## src/design/tpc_pkg.sv

```systemverilog
`default_nettype none
package tpc_pkg;

    localparam int CFG_W                = 8;
    localparam int ELEM_W               = 16;
    localparam int COUNT_W              = 16;
    localparam int STATUS_W             = 2;
    localparam int DEFAULT_MAX_ELEMENTS = 128;
    localparam int N_MIN                = 2;
    localparam logic [CFG_W-1:0] CFG_RESET = 8'd128;

    typedef enum logic [STATUS_W-1:0] {
        STAT_OK    = 2'd0,
        STAT_ZERO  = 2'd1,
        STAT_ABOVE = 2'd2,
        STAT_EQUAL = 2'd3
    } t_status;

    typedef enum logic [1:0] {
        ST_CLEAR,
        ST_IDLE,
        ST_EXEC
    } t_back_state;

    function automatic int table_depth(input int max_elements);
        return (max_elements * (max_elements - 1)) / 2;
    endfunction

    function automatic int addr_width(input int max_elements);
        int depth;
        depth = (max_elements * (max_elements - 1)) / 2;
        return (depth > 1) ? $clog2(depth) : 1;
    endfunction

endpackage
`default_nettype wire

```

## src/design/tpc_queue.sv

```systemverilog
`default_nettype none
module tpc_queue #(
    parameter int W = 8
) (
    input  wire logic         i_clk,
    input  wire logic         i_rst_n,
    input  wire logic         i_valid,
    output logic              o_ready,
    input  wire logic [W-1:0] i_data,
    output logic              o_valid,
    input  wire logic         i_ready,
    output logic [W-1:0]      o_data
);
    import tpc_pkg::*;

    logic [W-1:0] r_slot [2];
    logic         r_wp, r_rp;
    logic [1:0]   r_cnt;
    logic         w_push, w_pop;

    assign o_ready = (r_cnt != 2'd2);
    assign o_valid = (r_cnt != 2'd0);
    assign o_data  = r_slot[r_rp];
    assign w_push  = i_valid && o_ready;
    assign w_pop   = o_valid && i_ready;

    always_ff @(posedge i_clk) begin
        if (!i_rst_n) begin
            r_wp  <= 1'b0;
            r_rp  <= 1'b0;
            r_cnt <= 2'd0;
        end else begin
            if (w_push) begin
                r_wp <= ~r_wp;
            end
            if (w_pop) begin
                r_rp <= ~r_rp;
            end
            if (w_push && !w_pop) begin
                r_cnt <= r_cnt + 2'd1;
            end else if (w_pop && !w_push) begin
                r_cnt <= r_cnt - 2'd1;
            end
        end
    end

    always_ff @(posedge i_clk) begin
        if (w_push) begin
            r_slot[r_wp] <= i_data;
        end
    end

endmodule
`default_nettype wire

```

## config.mk

```make
export PLATFORM = sky130hd
export DESIGN_NAME = tpc_queue
export DESIGN_NICKNAME = d
export VERILOG_FILES = /design/src/design/tpc_pkg.sv /design/src/design/tpc_queue.sv
export SDC_FILE = /design/constraint.sdc
export NUM_CORES = 1
export LEC_CHECK = 0
export BUFFER_PORTS_ARGS = -buffer_cell sky130_fd_sc_hd__buf_2
export CAP_MARGIN = 5
export CORE_UTILIZATION = 52
export DETAILED_ROUTE_END_ITERATION = 6
export PLACE_DENSITY_LB_ADDON = 0.12
export SLEW_MARGIN = 20
export SYNTH_ARGS = -nofsm -noshare
export SYNTH_HDL_FRONTEND = slang
export SYNTH_SLANG_ARGS = --single-unit
export TNS_END_PERCENT = 1
```

## constraint.sdc

```tcl
create_clock -name i_clk -period 2.7 [get_ports i_clk]
set_input_delay 0.27 -clock i_clk [delete_from_list [all_inputs] [get_ports i_clk]]
set_output_delay 0.27 -clock i_clk [all_outputs]
set_load 0.05 [all_outputs]
```

==> results.json <==
{
  "antenna_left": 0,
  "gr-total-overflow": 0,
  "synth.area.top_cells": "edfxtp_1 (59%), dfxtp_1 (12%), mux2_2 (11%), xor2_1 (3.2%), nand2b_4 (1.7%)",
  "yosysTopAreaCell": "edfxtp_1",
  "setup_tns_ps": 0,
  "synth_seq_cells": 21,
  "place.gp.congestion": 0.6851,
  "grt_pass1_wl_microns": 2242,
  "hp-class": "in -> reg",
  "io_pins": 22,
  "fmax_mhz": 582.2,
  "grt_pass1_vias": 499,
  "cts_num_sinks": 21,
  "avgSynthCellArea_sq_um": 16.19,
  "core_sq_um": 1366,
  "maxSlewViolCount": 0,
  "cp-start-kind": "flop",
  "stdcell_count": 89,
  "rsz0062_at_grt": "no",
  "final_util_pct": 69.87,
  "dp.cells": 85,
  "critical_path_arrival_ps": 1450,
  "drc_errors": 0,
  "crit_type": "reg -> out",
  "num_rows": 13,
  "cts_buffers": 3,
  "synth.area.mux_share_pct": 11.13,
  "drive_above_1_share_pct": 47.30,
  "portBuffers": 21,
  "yosys.area_share.simple_pct": 7.110,
  "ctsHoldBuffers": 0,
  "post_cts.repair.setup_buffers": 0,
  "worstSkewPairLatency_ps": 300,
  "yosysWarnings": 0,
  "avgViaCountPerCell": 5.382,
  "synthesis.nets": 63,
  "power.density_nw_per_um2": 1078,
  "ys_seq_area_share_pct": 71.72,
  "nNetsFinal": 88,
  "cts_root_buf": "clkbuf_4",
  "grt_max_degree": 12,
  "areaGrowthSynthToFinish_pct": 17.93,
  "p_leak_nw": 0.3872,
  "start_util_pct": 59.25,
  "synth_top_family_by_area": "multiplexers",
  "cts_tree": "built",
  "die_x_microns": 41.46,
  "finalWirelength_microns": 1391,
  "crit_required_ps": 2430,
  "period_needed_ps": 1718,
  "ctsResizeCount": 0,
  "relSlewSlack_pct": 74.94,
  "synth_compound_area_share_pct": 3.709,
  "tightestPinTransition_ps": 375.9,
  "final-setup-viol-count": 0,
  "crit_fanout": 8,
  "end_kind": "primary output",
  "synthAdderAreaFrac_pct": 1.546,
  "antenna_found_initial": 0,
  "vias": 479,
  "grtUsageTotal_pct": 18.45,
  "syn_area_sq_um": 809.5,
  "drv_cap": 0,
  "die_area_sq_um": 1719,
  "synth-xor-area-share_pct": 3.246,
  "p_total_mw": 1.029,
  "drt_iter0_drc": 11,
  "status": "completed",
  "irDropWorstVdd_uv": 624.5,
  "syn_inst": 50,
  "synth_top_area_share_pct": 59.35,
  "max-clock-path-buffers": 2,
  "hpwl_microns": 1037,
  "first_pass_iters": 3,
  "worst_clock_skew_ps": 2.500,
  "dieHeight_microns": 41.46,
  "final_hold_viol_count": 0,
  "antenna_cells": 0,
  "wl_per_cell_microns": 15.63,
  "htreeDepth": 1,
  "ys_types": 17,
  "min_period_over_period_pct": 63.62,
  "clk_pin_slew_ps": 110
}
==> worst max-delay path, stage by stage, from the launching register on <==
cell	delay, ps
dfxtp_1	550
mux2_2	390
buf_2	210
==> Yosys cell counts (all sizes together) <==
| cell | count |
|---|---|
| a21bo | 1 |
| a21oi | 2 |
| and2 | 1 |
| and3 | 1 |
| buf | 1 |
| dfxtp | 5 |
| edfxtp | 16 |
| ha | 1 |
| inv | 2 |
| mux2 | 8 |
| nand2b | 1 |
| nand3b | 1 |
| nor2 | 3 |
| o21ai | 2 |
| or2 | 1 |
| or3 | 1 |
| xor2 | 3 |
==> state kept, by name, indices dropped and copies added, names as in the netlist, named ones only <==
register / flops
r_slot: 16
r_cnt: 2
r_rp: 1
r_wp: 1
==> cells by family (layout without fill, tap and decap cells) <==
group,count (synthesis),after routing
flip-flops,21,21
AND/OR/NAND/NOR,9,9
multiplexers,8,8
AO/OA/AOI/OAI,5,5
XOR/XNOR,3,3
buffers and inverters,3,27
adder cells (fa/ha/maj),1,1
==> placed cells by master (no fill, tap or decap) <==
master	instances
a21bo_2	1
a21oi_1	2
and2_1	1
and3_1	1
buf_2	21
clkbuf_1	1
clkbuf_4	3
dfxtp_1	5
edfxtp_1	16
ha_1	1
inv_1	2
mux2_2	8
nand2b_4	1
nand3b_1	1
nor2_1	3
o21ai_0	2
or2_2	1
or3_1	1
xor2_1	3
==> layout make-up <==
type / count / area, sq um
well taps: 15 / 18.77
repair buffers: 21 / 105.1
fillers: 96 / 411.6
inverters: 2 / 7.507
multi-input cells: 26 / 216.5
clock buffers: 4 / 26.28
flip-flops and latches: 21 / 580.6
==> layer usage <==
metal | track usage (%) | vias up | share of wire (%)
met4 | 11.61 | 0 | 2.8
met5 | 0 | - | 0
li1 | - | 230 | -
met1 | 19.53 | 230 | 38
met3 | 3.913 | 4 | 4.1
met2 | 32.81 | 15 | 55
==> final timing paths <==
path | slack (ps) | end | from | cells after the start
worst max-delay path | 980 | o_data[6] | flop | 2
worst min-delay path | 140 | r_slot[1][4] | i_data[4] | 1
worst max register to register | 1100 | r_cnt[1] | r_cnt[0] | 5
worst min register to register | 540 | r_rp | r_rp | 2
==> per-stage QoR <==
step | hold WS [ps] | setup slack (ps) | instance area (sq um)
final | 144.1 | 982.3 | 954.7
after global placement | 458.2 | 1166 | 928.4
after CTS | 141.0 | 973.8 | 954.7
after floorplan | 368.9 | 1084 | 809.5
after detailed placement | 460.7 | 1137 | 928.4
after global routing | 134.2 | 926.9 | 954.7
==> power by group <==
part | leakage [nW] | internal, mW | switching, mW
registers | 0.191 | 0.410 | 0.0452
clock network | 0.0150 | 0.0577 | 0.0887
logic | 0.181 | 0.136 | 0.291
total | 0.387 | 0.604 | 0.425
Power figures use the tool's default switching activity.
