## src/design/tpc_pkg.sv

```systemverilog
`default_nettype none
package tpc_pkg;

    localparam int CFG_W                = 8;
    localparam int ELEM_W               = 16;
    localparam int COUNT_W              = 16;
    localparam int STATUS_W             = 2;
    localparam int DEFAULT_MAX_ELEMENTS = 128;
    localparam int N_MIN                = 2;
    localparam logic [CFG_W-1:0] CFG_RESET = 8'd128;

    typedef enum logic [STATUS_W-1:0] {
        STAT_OK    = 2'd0,
        STAT_ZERO  = 2'd1,
        STAT_ABOVE = 2'd2,
        STAT_EQUAL = 2'd3
    } t_status;

    typedef enum logic [1:0] {
        ST_CLEAR,
        ST_IDLE,
        ST_EXEC
    } t_back_state;

    function automatic int table_depth(input int max_elements);
        return (max_elements * (max_elements - 1)) / 2;
    endfunction

    function automatic int addr_width(input int max_elements);
        int depth;
        depth = (max_elements * (max_elements - 1)) / 2;
        return (depth > 1) ? $clog2(depth) : 1;
    endfunction

endpackage
`default_nettype wire

```

## src/design/tpc_front.sv

```systemverilog
`default_nettype none
module tpc_front #(
    parameter int MAX_ELEMENTS = tpc_pkg::DEFAULT_MAX_ELEMENTS,
    parameter int AW           = tpc_pkg::addr_width(tpc_pkg::DEFAULT_MAX_ELEMENTS)
) (
    input  wire logic                        i_clk,
    input  wire logic                        i_rst_n,
    input  wire logic                        i_valid,
    output logic                             o_ready,
    input  wire logic                        i_mode,
    input  wire logic [tpc_pkg::ELEM_W-1:0]  i_first_element,
    input  wire logic [tpc_pkg::ELEM_W-1:0]  i_second_element,
    input  wire logic [tpc_pkg::COUNT_W-1:0] i_delta,
    input  wire logic                        i_cfg_we,
    input  wire logic [tpc_pkg::CFG_W-1:0]   i_cfg_data,
    input  wire logic                        i_hold,
    output logic                             o_valid,
    input  wire logic                        i_ready,
    output logic                             o_mode,
    output tpc_pkg::t_status                 o_status,
    output logic [tpc_pkg::COUNT_W-1:0]      o_delta,
    output logic [AW-1:0]                    o_idx
);
    import tpc_pkg::*;

    localparam int EW = $clog2(MAX_ELEMENTS + 1);
    localparam int CW = (EW > CFG_W) ? EW : CFG_W;
    localparam int PW = 2 * EW;

    logic [CFG_W-1:0] r_cfg;
    logic [CW-1:0]    w_cfg_ext;
    logic [EW-1:0]    w_n;
    logic [ELEM_W-1:0] w_n16, w_a, w_b, w_dba;
    t_status          w_status;

    logic             r1_valid, r1_mode;
    t_status          r1_status;
    logic [COUNT_W-1:0] r1_delta;
    logic [EW-1:0]    r1_am1, r1_a, r1_n, r1_dba;

    logic             r2_valid, r2_mode;
    t_status          r2_status;
    logic [COUNT_W-1:0] r2_delta;
    logic [PW-1:0]    r2_p1, r2_p2;
    logic [EW-1:0]    r2_dba;

    logic w_s2_ready, w_s1_adv, w_s1_ready, w_in_acc;

    always_ff @(posedge i_clk) begin
        if (!i_rst_n) begin
            r_cfg <= CFG_RESET;
        end else if (i_cfg_we) begin
            r_cfg <= i_cfg_data;
        end
    end

    always_comb begin
        w_cfg_ext = CW'(r_cfg);
        if (w_cfg_ext < CW'(N_MIN)) begin
            w_n = EW'(N_MIN);
        end else if (w_cfg_ext > CW'(MAX_ELEMENTS)) begin
            w_n = EW'(MAX_ELEMENTS);
        end else begin
            w_n = EW'(w_cfg_ext);
        end
        w_n16 = ELEM_W'(w_n);
        if (i_first_element == '0 || i_second_element == '0) begin
            w_status = STAT_ZERO;
        end else if (i_first_element > w_n16 || i_second_element > w_n16) begin
            w_status = STAT_ABOVE;
        end else if (i_first_element == i_second_element) begin
            w_status = STAT_EQUAL;
        end else begin
            w_status = STAT_OK;
        end
        w_a   = (i_first_element < i_second_element) ? i_first_element : i_second_element;
        w_b   = (i_first_element < i_second_element) ? i_second_element : i_first_element;
        w_dba = w_b - w_a - ELEM_W'(1);
    end

    assign w_s2_ready = !r2_valid || i_ready;
    assign w_s1_adv   = r1_valid && w_s2_ready;
    assign w_s1_ready = !r1_valid || w_s2_ready;
    assign o_ready    = w_s1_ready && !i_hold;
    assign w_in_acc   = i_valid && o_ready;

    always_ff @(posedge i_clk) begin
        if (!i_rst_n) begin
            r1_valid <= 1'b0;
            r2_valid <= 1'b0;
        end else begin
            if (w_in_acc) begin
                r1_valid <= 1'b1;
            end else if (w_s1_adv) begin
                r1_valid <= 1'b0;
            end
            if (w_s1_adv) begin
                r2_valid <= 1'b1;
            end else if (i_ready) begin
                r2_valid <= 1'b0;
            end
        end
    end

    always_ff @(posedge i_clk) begin
        if (w_in_acc) begin
            r1_mode   <= i_mode;
            r1_status <= w_status;
            r1_delta  <= i_delta;
            r1_a      <= w_a[EW-1:0];
            r1_am1    <= w_a[EW-1:0] - EW'(1);
            r1_n      <= w_n;
            r1_dba    <= w_dba[EW-1:0];
        end
        if (w_s1_adv) begin
            r2_mode   <= r1_mode;
            r2_status <= r1_status;
            r2_delta  <= r1_delta;
            r2_p1     <= PW'(r1_am1) * PW'(r1_n);
            r2_p2     <= PW'(r1_am1) * PW'(r1_a);
            r2_dba    <= r1_dba;
        end
    end

    assign o_valid  = r2_valid;
    assign o_mode   = r2_mode;
    assign o_status = r2_status;
    assign o_delta  = r2_delta;
    assign o_idx    = AW'(r2_p1 - (r2_p2 >> 1) + PW'(r2_dba));

endmodule
`default_nettype wire

```

## config.mk

```make
export PLATFORM = sky130hd
export DESIGN_NAME = tpc_front
export DESIGN_NICKNAME = d
export VERILOG_FILES = /design/src/design/tpc_pkg.sv /design/src/design/tpc_front.sv
export SDC_FILE = /design/constraint.sdc
export NUM_CORES = 1
export LEC_CHECK = 0
export BUFFER_PORTS_ARGS = -buffer_cell sky130_fd_sc_hd__buf_2
export CORE_ASPECT_RATIO = 0.9
export CORE_MARGIN = 10
export CORE_UTILIZATION = 38
export DETAILED_ROUTE_END_ITERATION = 7
export PLACE_DENSITY = 0.6
export REMOVE_ABC_BUFFERS = 1
export SKIP_LAST_GASP = 1
export SLEW_MARGIN = 20
export SYNTH_ARGS = -nofsm -noshare
export SYNTH_HDL_FRONTEND = slang
export SYNTH_SLANG_ARGS = --single-unit
export TNS_END_PERCENT = 30
```

## constraint.sdc

```tcl
create_clock -name i_clk -period 5.2 [get_ports i_clk]
set_input_delay 0.52 -clock i_clk [delete_from_list [all_inputs] [get_ports i_clk]]
set_output_delay 0.52 -clock i_clk [all_outputs]
set_load 0.01 [all_outputs]
```

==> key figures <==
Synth
  • Sequential-to-total area share from yosys stat: 0.343
  • Main synth FF type: edfxtp_1
  • Synth area leader: edfxtp_1
  • Synth Area per Inst: 10.5 µm²
  • Synth area leaders: edfxtp_1 (32%), fa_1 (16%), ha_1 (14%), inv_1 (7.1%), and2_1 (6.1%)
  • Top cell type's share of synthesized area: 0.322
  • Synth cell count leaders: inv_1 (183), ha_1 (105), edfxtp_1 (104)
  • Mapped Cells: 924
  • EDFF count, synth: roughly 100
  • Post-synthesis cell area: between 9000 and 10000 µm²
  • Top-count cell post-synth: inv_1
  • Syn. warnings: 0
  • Synth unique cells: 66
  • Async SR Flop Fraction: 0
  • Synth Register Bits: 114

Worst setup path
  • Crit-path slowest cell: edfxtp_1
  • CP endpoint: r2_p2[13]
  • Critical path class: reg -> reg
  • FF-to-FF End: r2_p2[13]
  • WP buf/inv: 4
  • WP data arrival: approximately 4.8 ns
  • Startpoint Class: register
  • Setup crit end kind: register
  • Crit path max-delay family: adder cells
  • Reg2Reg Setup Slack: 0.52 ns
  • Reg2reg path depth: 16
  • Worst Path Required: about 5.4 ns
  • Critical Path Fanout Max: 16
  • Max incr delay on CP: ~0.61 ns
  • Crit. path cell count: 16
  • CP cell instances: and2_1, fa_1, inv_1, fa_1, inv_1, fa_1, inv_1, fa_1, inv_1, ha_1, a21boi_0, o21a_1, nor2_1, o21a_1, o21ai_0, xnor2_1
  • R2r startpoint: r1_am1[3]
  • Critical path origin: r1_am1[3]

Layout
  • Fillers: roughly 2400
  • Footprint of the multi-input gates: about 5600 µm²
  • Number of diodes: 0
  • Util after Layout: 0.444
  • Storage element area: between 3000 and 4000 µm²
  • Area growth syn-to-layout: 14.9%
  • Final #Nets: 1274
  • Layout cells sized above 1: 0.148

Floorplan
  • IO Pins: just under 100
  • Initial Utilization: 0.386
  • Row Count: 55
  • Die W: around 190 µm
  • Die ar.: ~32000 µm²
  • Die height: about 170 µm
  • Core ar.: 25100 µm²

Clock tree
  • # Post-CTS Setup Buffers: 0
  • Max Buffers Root-to-Sink: 2
  • CTS root buffer: clkbuf_16
  • Resized Gates After CTS: 0
  • H-tree levels: 4
  • Worst skew pair latency: between 0.4 and 0.5 ns
  • Clock Pin Slew Worst Setup and Hold Paths: approximately 0.060 ns
  • CTS buffer count: 17
  • CTS Sinks: 114
  • CTS tree: yes
  • Cts hold-fix bufs: 0

Placement
  • Pre-CTS setup slack: 0.514 ns
  • IO buf count: 96
  • Post-DP HPWL: ~16000 µm
  • Placer Congestion: between 0.8 and 0.9

Drt
  • Vias: between 6000 and 7000
  • Detail-routed via count per cell: roughly 4.6
  • Detailed Routing Iterations Pass 1: 4
  • Remaining antenna violation count: 0
  • DRC viols: 0
  • Initial DRC count: 222
  • Final WL: roughly 20000 µm
  • Average wire per standard cell: 14.4 µm

Status
  • Status: finished, final reports clean

STA
  • Clock Skew: about 0.014 ns
  • Fin crit period: ~4.7 ns
  • Fin. max-slew vios: 0
  • Relative slew slack: 0.526
  • Fin. Hold Viols: 0
  • Setup Viol. Count Final: 0
  • RSZ-0062 raised after global routing: false
  • PnR worst setup slack: roughly 0.52 ns
  • Hold WS: approximately 0.28 ns
  • FMAX: 214 MHz
  • Setup TNS: 0 ns
  • Crit share post-route: 0.900
  • Slew @ Worst Pin: approximately 0.7 ns

Pwr
  • Pwr/cell area: 380 nW/µm²
  • VDD IR max: 0.195 mV
  • Leak: around 0.0052 µW
  • Total power: around 4200 µW

Global route
  • Initial antenna violation count: 1
  • First-pass GRT wire length: around 33000 µm
  • Overflow after GRT: 0
  • GRT Total Usage: 0.127
  • Vias in the first global route: 6720
  • Pin count of the biggest net entering global routing: 54

Min path
  • HP Class: in -> reg
  • Hold Path Origin: i_delta[9]

Job
  • Max capacitance violation total: 0
==> flip-flops by register name, indices dropped and copies added, names as in the netlist, 2 cells and up <==
signal / cells
r1_dba: 8
r1_a: 8
r_cfg: 8
r1_status: 2
r1_n: 8
r1_am1: 8
r2_dba: 8
r2_p2: 13
r2_p1: 13
o_delta: 16
o_status: 2
r1_delta: 16
==> routing by layer <==
| layer | GRT usage | up-vias | wire length [µm] |
|---|---|---|---|
| li1 | - | 3242 | - |
| met1 | 0.170 | 3015 | 9990 |
| met2 | 0.199 | 113 | 8870 |
| met3 | 0.0356 | 17 | 868 |
| met4 | 0.0300 | 2 | 212 |
| met5 | 0 | - | 10 |
==> per-stage QoR <==
| stage | area (µm²) | cells |
|---|---|---|
| 6_report | 11200 | 1384 |
| 2_1_floorplan | 9580 | 908 |
| 5_1_grt | 11200 | 1384 |
| 3_5_place_dp | 10500 | 1352 |
| 4_1_cts | 11200 | 1384 |
| 3_3_place_gp | 10500 | 1352 |
==> worst min path at each step <==
| stage | end | slack [ns] | depth (start not counted) |
|---|---|---|---|
| floorplan | o_delta[0] | 0.40 | 0 |
| global placement | o_delta[3] | 0.40 | 0 |
| detailed placement | o_delta[14] | 0.40 | 0 |
| CTS | r1_delta[12] | 0.26 | 1 |
| global route | r1_delta[8] | 0.25 | 1 |
| finish | r1_delta[9] | 0.28 | 1 |
==> layout by cell type (no fill, tap or decap), drive strengths merged, types with 17 or more instances in the layout <==
| cell type | instances |
|---|---|
| inv | 188 |
| ha | 105 |
| edfxtp | 104 |
| buf | 102 |
| and2 | 95 |
| fa | 77 |
| nand2 | 64 |
| xnor2 | 41 |
| nor2 | 30 |
| a21oi | 24 |
| o21ai | 21 |
| nor2b | 20 |
| clkbuf | 18 |
| nand3 | 17 |
| mux2i | 17 |
==> cells by family (layout without fill, tap and decap cells) <==
family | count (synthesis) | count (layout) | share of synthesized area
buffers and inverters | 199 | 317 | 0.0829
flip-flops | 114 | 114 | 0.343
AO/OA/AOI/OAI | 95 | 95 | 0.0696
XOR/XNOR | 47 | 47 | 0.0424
adder cells (fa/ha/maj) | 182 | 182 | 0.294
multiplexers | 19 | 19 | 0.0202
AND/OR/NAND/NOR | 268 | 268 | 0.148
==> power breakdown <==
| part | leakage (µW) | internal (µW) | switching [µW] | total, µW |
|---|---|---|---|---|
| Clock | 0.000292 | 760 | 431 | 1190 |
| Sequential | 0.00105 | 1160 | 48.2 | 1200 |
| Combinational | 0.00381 | 837 | 1010 | 1850 |
| Total | 0.00515 | 2750 | 1490 | 4240 |
==> cell type report <==
| cell class | count | area share |
|---|---|---|
| Multi-Input combinational cell | 611 | 0.501 |
| Sequential cell | 114 | 0.298 |
| Inverter | 183 | 0.0616 |
| Timing Repair Buffer | 102 | 0.0471 |
| Clock buffer | 18 | 0.0385 |
| Tap cell | 342 | 0.0384 |
| Clock inverter | 14 | 0.0158 |
Note: power is estimated with default switching activity, not from simulation.
